File: src/hdl/assert_macros.svh
// Assertion macros shared by the escape-time block.
// Each macro expands to one concurrent assertion in simulation and to nothing under SYNTH.
`ifndef ASSERT_MACROS_SVH
`define ASSERT_MACROS_SVH

`ifndef SYNTH

// antecedent in this cycle implies consequent in the next
`define MBET_ASSERT_NEXT(lbl, clk, rst_n, ante, cons) \
  lbl: assert property (@(posedge clk) disable iff (!rst_n) (ante) |=> (cons)) \
    else $error("assertion failed");

// antecedent implies consequent in the same cycle
`define MBET_ASSERT_NOW(lbl, clk, rst_n, ante, cons) \
  lbl: assert property (@(posedge clk) disable iff (!rst_n) (ante) |-> (cons)) \
    else $error("assertion failed");

`else

`define MBET_ASSERT_NEXT(lbl, clk, rst_n, ante, cons)
`define MBET_ASSERT_NOW(lbl, clk, rst_n, ante, cons)

`endif

`endif

File: src/hdl/mbet_pkg.sv
// Types, widths and constants of the escape-time block.
// No dependencies; imported by every module of the block.
`default_nettype none

package mbet_pkg;

  localparam int ITER_W    = 10;
  localparam int PIX_W     = 10;
  localparam int STEP_W    = 31;
  localparam int COORD_W   = 32;
  localparam int PROD_W    = 64;
  localparam int SAT_W     = 66;
  localparam int FRAC_BITS = 28;
  localparam int COLOR_W   = 24;
  localparam int DIV_NUM_W = ITER_W + 8;
  localparam int DIV_CNT_W = $clog2(DIV_NUM_W);
  localparam int CFG_W     = 32;
  localparam int CFG_IDX_W = 2;

  localparam int unsigned ITER_LIMIT_MAX = 1023;

  localparam logic [COLOR_W-1:0] INSIDE_COLOR = 24'h808080;
  // 4.0 in Q8.56
  localparam logic [PROD_W:0]    ESCAPE_LIMIT = 65'h0_0400_0000_0000_0000;

  localparam logic [STEP_W-1:0]  PIXEL_STEP_RST  = 31'd1048576;
  localparam logic [COORD_W-1:0] ORIGIN_REAL_RST = 32'hE000_0000;
  localparam logic [COORD_W-1:0] ORIGIN_IMAG_RST = 32'hE800_0000;
  localparam logic [ITER_W-1:0]  ITER_CAP_RST    = 10'd64;

  typedef enum logic [CFG_IDX_W-1:0] {
    CFG_PIXEL_STEP  = 2'd0,
    CFG_ORIGIN_REAL = 2'd1,
    CFG_ORIGIN_IMAG = 2'd2,
    CFG_ITER_CAP    = 2'd3
  } cfg_idx_t;

  typedef enum logic [2:0] {
    ST_IDLE,
    ST_SETUP,
    ST_MUL,
    ST_UPD,
    ST_DIV,
    ST_DONE
  } state_t;

  typedef struct packed {
    logic load_in;
    logic setup;
    logic mul;
    logic upd;
    logic div_start;
    logic load_out;
  } cmd_t;

  typedef struct packed {
    logic stop;
    logic in_set;
    logic div_done;
  } sts_t;

  // clamp a wide signed value to the signed 32-bit range
  function automatic logic signed [COORD_W-1:0] sat32(input logic signed [SAT_W-1:0] v);
    logic signed [SAT_W-1:0] hi;
    logic signed [SAT_W-1:0] lo;
    hi = 66'sd2147483647;
    lo = -66'sd2147483648;
    if (v > hi) begin
      return 32'sh7FFF_FFFF;
    end else if (v < lo) begin
      return 32'sh8000_0000;
    end
    return v[COORD_W-1:0];
  endfunction

endpackage

`default_nettype wire

File: src/hdl/mbet_ctrl.sv
// Controller state machine: sequences setup, iteration, division and result hand-off.
// Depends on mbet_pkg and assert_macros.svh.
`default_nettype none
`include "assert_macros.svh"

module mbet_ctrl (
  input  wire                  clk,
  input  wire                  rst_n,
  input  wire                  in_tvalid,
  output logic                 in_tready,
  output logic                 out_tvalid,
  input  wire                  out_tready,
  input  wire mbet_pkg::sts_t  sts,
  output mbet_pkg::cmd_t       cmd
);
  import mbet_pkg::*;

  state_t state_r, state_nxt;
  logic   out_valid_r, out_valid_nxt;
  logic   slot_free;

  assign slot_free = !out_valid_r || out_tready;

  always_comb begin
    state_nxt = state_r;
    unique case (state_r)
      ST_IDLE:  if (in_tvalid) state_nxt = ST_SETUP;
      ST_SETUP: state_nxt = ST_MUL;
      ST_MUL:   state_nxt = ST_UPD;
      ST_UPD: begin
        if (!sts.stop) begin
          state_nxt = ST_MUL;
        end else if (sts.in_set) begin
          state_nxt = ST_DONE;
        end else begin
          state_nxt = ST_DIV;
        end
      end
      ST_DIV:   if (sts.div_done) state_nxt = ST_DONE;
      ST_DONE:  if (slot_free) state_nxt = ST_IDLE;
      default:  state_nxt = ST_IDLE;
    endcase
  end

  always_comb begin
    cmd           = '0;
    in_tready     = 1'b0;
    unique case (state_r)
      ST_IDLE: begin
        in_tready   = 1'b1;
        cmd.load_in = in_tvalid;
      end
      ST_SETUP: cmd.setup = 1'b1;
      ST_MUL:   cmd.mul   = 1'b1;
      ST_UPD: begin
        cmd.upd       = 1'b1;
        cmd.div_start = sts.stop && !sts.in_set;
      end
      ST_DIV:   ;
      ST_DONE:  cmd.load_out = slot_free;
      default:  ;
    endcase
  end

  always_comb begin
    out_valid_nxt = out_valid_r;
    if (cmd.load_out) begin
      out_valid_nxt = 1'b1;
    end else if (out_tready) begin
      out_valid_nxt = 1'b0;
    end
  end

  always_ff @(posedge clk) begin
    if (!rst_n) begin
      state_r     <= ST_IDLE;
      out_valid_r <= 1'b0;
    end else begin
      state_r     <= state_nxt;
      out_valid_r <= out_valid_nxt;
    end
  end

  assign out_tvalid = out_valid_r;

  `MBET_ASSERT_NEXT(a_accept_setup, clk, rst_n, in_tvalid && in_tready, state_r == ST_SETUP)
  `MBET_ASSERT_NEXT(a_mul_then_upd, clk, rst_n, state_r == ST_MUL, state_r == ST_UPD)
  `MBET_ASSERT_NEXT(a_div_waits, clk, rst_n, state_r == ST_DIV && !sts.div_done, state_r == ST_DIV)
  `MBET_ASSERT_NOW(a_start_from_upd, clk, rst_n, cmd.div_start, state_r == ST_UPD && !sts.in_set)

endmodule

`default_nettype wire

File: config.mk
export PLATFORM = sky130hd
export DESIGN_NAME = mbet_ctrl
export DESIGN_NICKNAME = d
export VERILOG_FILES = /design/src/hdl/mbet_pkg.sv /design/src/hdl/mbet_ctrl.sv
export VERILOG_INCLUDE_DIRS = /design/src /design/src/hdl
export SDC_FILE = /design/constraint.sdc
export NUM_CORES = 1
export LEC_CHECK = 0
export ABC_AREA = 1
export BUFFER_PORTS_ARGS = -buffer_cell sky130_fd_sc_hd__clkbuf_2
export CAP_MARGIN = 5
export CELL_PAD_IN_SITES_DETAIL_PLACEMENT = 0
export CELL_PAD_IN_SITES_GLOBAL_PLACEMENT = 1
export CORE_AREA = 2 2 39 41
export DETAILED_ROUTE_END_ITERATION = 8
export DIE_AREA = 0 0 41 43
export HOLD_SLACK_MARGIN = 0.05
export PLACE_DENSITY = 0.61
export SLEW_MARGIN = 15
export SYNTH_ARGS = -nofsm -noshare
export SYNTH_HDL_FRONTEND = slang
export SYNTH_SLANG_ARGS = --single-unit
File: constraint.sdc
create_clock -name clk -period 2.5 [get_ports clk]
set_input_delay 0 -clock clk [delete_from_list [all_inputs] [get_ports clk]]
set_output_delay 0 -clock clk [all_outputs]
set_load 0.02 [all_outputs]
; Yosys cells after proc, flatten, opt, wreduce, memory -nomap -nowiden
; Index checks and enable logic that the tools add are counted.
[word_totals]
in_bits = 7
output_inout_bits = 8
register_bits = 4
[classes]
mux = 14
n_eq_ne = 8
n_reduce_logical = 7
[op_table]
columns = cell, n
row1 = $pmux 3 s6, 1
row2 = $mux 3, 4
row3 = $mux 1, 8
row4 = $eq 3x2->1 const B, 2
row5 = $eq 3x3->1 const B, 2
row6 = $ne 2x2->1 const B, 3
row7 = $eq 3x1->1 const B, 1
row8 = $logic_not 3->1, 1
row9 = $reduce_and 3->1, 1
row10 = $logic_not 1->1, 2
row11 = $mux 2, 1
row12 = $reduce_bool 2->1, 1
row13 = $logic_and 1x1->1, 1
row14 = $logic_or 1x1->1, 1

; Longest topological paths before layout
; Gate-level depths: netlist (run 1).
[depth]
depth_word = 4
mapped_depth = 8
mapped_depth_nobuf = 7

; Worst setup path after synthesis (run 1)
; No wires, ideal clock.
[synth_timing]
path_kind = reg2out
start = reg state_r[2]
end = out cmd[1] (netlist name)
arrival_time_ps = 1063
setup_slack_ps = 1437
required_time_ps = 2500
path_stages_with_launch = 7
cell_sequence = dfxtp_1 > buf_6 > inv_2 > nand2_2 > nor2_4 > nand2_1 > nor2_1
[synth_lines]
columns = element, line_no
row1 = "start, declared", mbet_ctrl.sv:18  ; state_t state_r, state_nxt;
row2 = "start signal, assigned", mbet_ctrl.sv:79  ; state_r <= state_nxt;
row3 = "end, declared", mbet_ctrl.sv:14  ; output mbet_pkg::cmd_t cmd

==> flow_metrics.env, run 1 <==
export IMPL_die_width_microns=41
export IMPL_grt_pass1_wl_microns=1180
export IMPL_drc=0
export IMPL_synth_simple_gate_area_share_pct=54.3
export IMPL_avgSynthCellArea_sq_um=6.76
export IMPL_peakVddDrop_mv=0.308
export IMPL_layout_nets=70
export IMPL_syn_inst=45
export IMPL_slowest_delay_ns=0.39
export IMPL_die_area_sq_um=1760
export IMPL_timing_final_max_slew_violations=0
export IMPL_antenna_found_initial=0
export IMPL_drive_above_1_share_pct=44.3
export IMPL_syn_nets=52
export IMPL_num_antenna_cells=0
export IMPL_insertion_delay_ns=0.24
export IMPL_status="finished clean"
export IMPL_numPortBuffers=14
export IMPL_tritoncts="yes"
export IMPL_grt_pass1_vias=298
export IMPL_grt_max_degree=10
export IMPL_synth_xor_area_share_pct=0
export IMPL_clock_path_buffers=2
export IMPL_start_util_pct=22.0
export IMPL_gr_total_overflow=0
export IMPL_drt_first_pass_iters=3
export IMPL_setup_tns_ns=0
export IMPL_drt_initial_drc_count=6
export IMPL_globalplace_congestion=0.609
export IMPL_die_h_microns=43
export IMPL_min_period_ns=1.23
export IMPL_vias=321
export IMPL_cts_buffers=3
export IMPL_clock_sinks=4
export IMPL_endpoint_kind="output port"
export IMPL_cpMaxStageDelayCell="dfxtp_1"
export IMPL_seq_area_frac_synth_pct=26.3
export IMPL_arrival_ns=1.23
export IMPL_final_area_sq_um=408
export IMPL_yosysWarningCount=0
export IMPL_htree_levels=1
export IMPL_path_class="reg2out"
export IMPL_cts_setup_buffers=0
export IMPL_p_leak_nw=0.219
export IMPL_holdCritPathClass="in2reg"
export IMPL_synth_compound_area_share_pct=5.76
export IMPL_ys_ff_latch=4
export IMPL_setup_violations=0
export IMPL_wl_per_cell_microns=8.65
export IMPL_rsz0062_at_grt="no"
export IMPL_skew_ns=0.00516
export IMPL_avgViaCountPerCell=4.17
export IMPL_yosysUniqueCellTypes=20
export IMPL_path_clk_slew_ns=0.04
export IMPL_critPathRequiredTime_ns=2.50
export IMPL_synthMuxAreaShare_pct=0
export IMPL_dp_cells=73
export IMPL_cap_violations=0
export IMPL_postPlaceCellArea_sq_um=375
export IMPL_netlist_area_sq_um=304
export IMPL_boundaryPins=15
export IMPL_dpl_hpwl_microns=550
export IMPL_core_area_sq_um=1380
export IMPL_synthAdderAreaFrac_pct=0
export IMPL_cp_max_fo=9
export IMPL_period_share_pct=49.1
export IMPL_fp_row_count=14
export IMPL_totalWireLength_microns=666
export IMPL_fmax_mhz=815
export IMPL_hold_viol=0
export IMPL_critPathLaunchType="register"
export IMPL_final_antenna_net_count=0
export IMPL_fin_cells=77
export IMPL_hold_ws_ns=0.118
export IMPL_path_cells="inv_2, nand2_2, nor2_4, nand2_1, nor2_1, clkbuf_2"
export IMPL_power_mw=0.435
export IMPL_cts_root_buf="clkbuf_4"
export IMPL_synth_top_family_by_area="simple AND/OR/NAND/NOR gates"
export IMPL_area_growth_pct=34.2
export IMPL_tightest_slew_ns=0.308
export IMPL_track_usage_pct=10.4
export IMPL_max_slew_margin_pct=79.4
export IMPL_p_per_area_nw_per_um2=1070
-- critical path, delay by kind of cell (launching register included) --
family,cells,cell delay (ns)
flip-flops,1,0.39
AND/OR/NAND/NOR,4,0.32
buffers and inverters,2,0.27
-- repair_timing --
action / in CTS / in global routing
resized for setup: 0 / 0
hold buffers: 1 / 0
endpoints found under the hold margin: 3 / 0
setup endpoints to repair: 0 / 0
-- layer usage --
| metal | wire length, microns | global-route usage [%] | share of wire [%] |
|---|---|---|---|
| met5 | 0 | 0 | 0 |
| met4 | 0 | 4.00 | 0 |
| met3 | 50 | 9.42 | 7.5 |
| met2 | 343 | 13.8 | 52 |
| met1 | 272 | 11.6 | 41 |
-- placed cells by master, fill, tap and decap left out --
master / count
nand2_2: 1
dlygate4sd3_1: 1
nand3b_1: 1
o21ai_0: 1
dfxtp_1: 4
inv_1: 2
clkinv_1: 1
clkbuf_4: 3
nand3_2: 1
nor2_4: 1
o21ai_1: 1
and3_1: 1
clkbuf_2: 14
nand3_1: 3
o21a_1: 1
nor3_1: 2
nor2_2: 3
nand2_1: 8
inv_2: 3
nor2_8: 1
nor2_1: 8
-- flip-flops by register name (all words and copies together), names as in the netlist --
register	flops
state_r	3
out_tvalid	1
-- logic make-up (layout without fill, tap and decap cells) --
logic type             Yosys count  after routing
DFF                              4              4
buffers and inverters            8             24
AOI/OAI and AO/OA                3              3
and+or+nand+nor                 30             30
-- cell usage after synthesis (all sizes together) --
cell type | instances | area share, %
nand3 | 4 | 8.2
o21a | 1 | 2.5
buf | 2 | 6.2
nor2 | 13 | 26
nor3 | 2 | 3.3
inv | 5 | 6.2
nand2 | 9 | 12
dfxtp | 4 | 26
clkinv | 1 | 1.2
o21ai | 2 | 3.3
nand3b | 1 | 2.5
and3 | 1 | 2.1
-- metrics by stage --
| step | setup WS (ns) | util [%] |
|---|---|---|
| 6_report | 1.27 | 29.5 |
| 5_1_grt | 1.11 | 29.5 |
| 4_1_cts | 1.25 | 29.5 |
| 3_5_place_dp | 1.39 | 27.1 |
| 3_3_place_gp | 1.36 | 27.1 |
| 2_1_floorplan | 1.44 | - |
-- where the power goes --
part	switching [mW]	total, mW	leakage (nW)	internal, mW
combinational	0.153	0.233	0.172	0.0799
clock	0.0278	0.0815	0.0138	0.0538
sequential	0.0362	0.120	0.0330	0.0840
-- worst paths after layout --
check             slack [ns]  cells after the start         end  startpoint
setup / recovery        1.27                      6      cmd[1]  state_r[2]
setup reg to reg        1.39                      7  state_r[0]  state_r[2]
hold reg to reg         0.64                      2  state_r[1]  state_r[0]
hold / removal          0.12                      3  state_r[1]      sts[2]
-- final cells by class --
cell class                      count  area, sq um
Clock buffer                        3         22.5
Timing Repair Buffer               15         80.1
Sequential cell                     4         80.1
Tap cell                           16         20.0
Fill cell                         165          976
Multi-Input combinational cell     33          183
Inverter                            6         22.5
Power figures use the tool's default switching activity.
==> run 2, diff against run 1 <==
Clock period 2.5 ns to 1.2 ns, I/O delays scaled along.
==> run 2 against run 1 <==
Compared with the run above:
- total power increased by 120%
- first-iteration DRC count decreased by 83%
- critical path depth decreased by 1
- sequential share of layout area fell by 0.77 points
- largest power group unchanged
- global-route usage is 1.1 points lower
- critical endpoint unchanged
- clock power rose by 100%
- routed wire length is 1.1% higher
- clock skew fell by 0.0010 ns
- utilization grew 2.2 points
- register-to-register slack got worse by 1.2 ns
==> flow_metrics.env, run 2 (synthesized netlist as in run 1, its figures left out) <==
export IMPL_cpMaxStageDelayCell="dfxtp_2"
export IMPL_core_area_sq_um=1380
export IMPL_period_share_pct=92.2
export IMPL_fin_cells=79
export IMPL_fill_cells=165
export IMPL_fmax_mhz=904
export IMPL_max_slew_margin_pct=87.8
export IMPL_drt_first_pass_iters=2
export IMPL_tightest_slew_ns=0.181
export IMPL_dr_wl_met2_microns=358
export IMPL_antenna_found_initial=0
export IMPL_min_path_cells=3
export IMPL_htree_levels=1
export IMPL_vias=323
export IMPL_clock_sinks=4
export IMPL_layout_nets=72
export IMPL_die_area_sq_um=1760
export IMPL_critPathBufInv=1
export IMPL_rsz0062_at_grt="no"
export IMPL_totalWireLength_microns=673
export IMPL_cp_max_fo=5
export IMPL_path_cells="nand2_2, nor2_4, nand2_2, nor2_1, buf_4"
export IMPL_avgViaCountPerCell=4.09
export IMPL_largest_reg_flops=3
export IMPL_wl_per_cell_microns=8.52
export IMPL_endpoint_kind="output port"
export IMPL_area_growth_pct=44.0
export IMPL_die_h_microns=43
export IMPL_grt_pass1_wl_microns=1080
export IMPL_dp_cells=75
export IMPL_peakVddDrop_mv=0.635
export IMPL_final_common_cell="clkbuf_2"
export IMPL_drt_initial_drc_count=1
export IMPL_numPortBuffers=14
export IMPL_path_class="reg2out"
export IMPL_cts_buffers=3
export IMPL_die_width_microns=41
export IMPL_setup_violations=0
export IMPL_path_clk_slew_ns=0.04
export IMPL_grt_max_degree=6
export IMPL_insertion_delay_ns=0.23
export IMPL_p_leak_nw=0.234
export IMPL_skew_ns=0.00416
export IMPL_grt_pass1_vias=284
export IMPL_critPathLaunchType="register"
export IMPL_layout_common_cells="clkbuf_2 (12), nor2_1 (8), nand2_1 (7)"
export IMPL_path_common_cell="nand2_2"
export IMPL_p_per_area_nw_per_um2=2190
export IMPL_cts_root_buf="clkbuf_4"
export IMPL_final_antenna_net_count=0
export IMPL_largest_register="state_r"
export IMPL_drc=0
export IMPL_gr_total_overflow=0
export IMPL_top_layer_used="met3"
export IMPL_final_area_sq_um=438
export IMPL_boundaryPins=15
export IMPL_track_usage_pct=9.34
export IMPL_postPlaceCellArea_sq_um=390
export IMPL_met3_length_microns=20
export IMPL_r2r_cells=7
export IMPL_globalplace_congestion=0.652
export IMPL_status="finished clean"
export IMPL_drive_above_1_share_pct=50.8
export IMPL_fp_row_count=14
export IMPL_cap_violations=0
export IMPL_start_util_pct=22.0
export IMPL_timing_final_max_slew_violations=0
export IMPL_dpl_hpwl_microns=550
export IMPL_slowest_delay_ns=0.38
export IMPL_cp_depth=5
export IMPL_critPathRequiredTime_ns=1.20
export IMPL_tritoncts="yes"
export IMPL_hold_viol=0
export IMPL_clock_path_buffers=2
export IMPL_drt_met1_wl_microns=294
export IMPL_utilization_pct=31.6
export IMPL_power_mw=0.961
export IMPL_num_antenna_cells=0
export IMPL_crit_family="flip-flops"
export IMPL_arrival_ns=1.11
export IMPL_holdCritPathClass="in2reg"
export IMPL_setup_tns_ns=0
export IMPL_min_period_ns=1.11
## run 2: worst register-to-register path: stages, from the launching register on
cell and delay, ns:
dfxtp_2 0.38, inv_2 0.08, nor2_2 0.10, nand3_1 0.09, nand3_2 0.09, nand2_1 0.05, nand2_1 0.06, nor2_1 0.04
## run 2: final cells by class
class                           instances  area, sq um  area share [%]
Multi-Input combinational cell         33          190            43.4
Timing Repair Buffer                   17          100            22.9
Sequential cell                         4         82.6            18.9
Clock buffer                            3         22.5            5.14
Inverter                                6         22.5            5.14
Tap cell                               16         20.0            4.57
## run 2: path summary, 6_finish.rpt
path,start,end,slack (ns)
max reg2reg,state_r[0],state_r[0],0.19
min reg2reg,state_r[1],state_r[1],0.60
min,sts[2],state_r[1],0.14
max,state_r[1],cmd[1],0.09
## run 2: metal layers
metal | GRT usage [%] | vias to the layer above
li1 | - | 176
met1 | 9.32 | 141
met2 | 14.4 | 6
met3 | 3.14 | 0
met4 | 8.00 | 0
met5 | 0 | -
## run 2: stage by stage
stage	setup WS, ns	hold WS, ns
after CTS	0.00263	0.120
after floorplan	0.137	0.0798
after global placement	0.122	0.267
after detailed placement	0.125	0.269
after global routing	0.00101	0.148
final	0.0936	0.136
## run 2: what timing repair did
item                                   4_1_cts  5_1_grt
endpoints found under the hold margin        3        0
hold buffers                                 1        0
gates resized for setup                      0        8
setup endpoints to repair                    0        5
setup buffers                                0        0
## run 2: power breakdown
| group | total (mW) | switching (mW) | internal (mW) | leakage (nW) |
|---|---|---|---|---|
| combinational | 0.554 | 0.350 | 0.204 | 0.187 |
| clock | 0.165 | 0.0535 | 0.112 | 0.0138 |
| sequential | 0.242 | 0.0604 | 0.181 | 0.0335 |
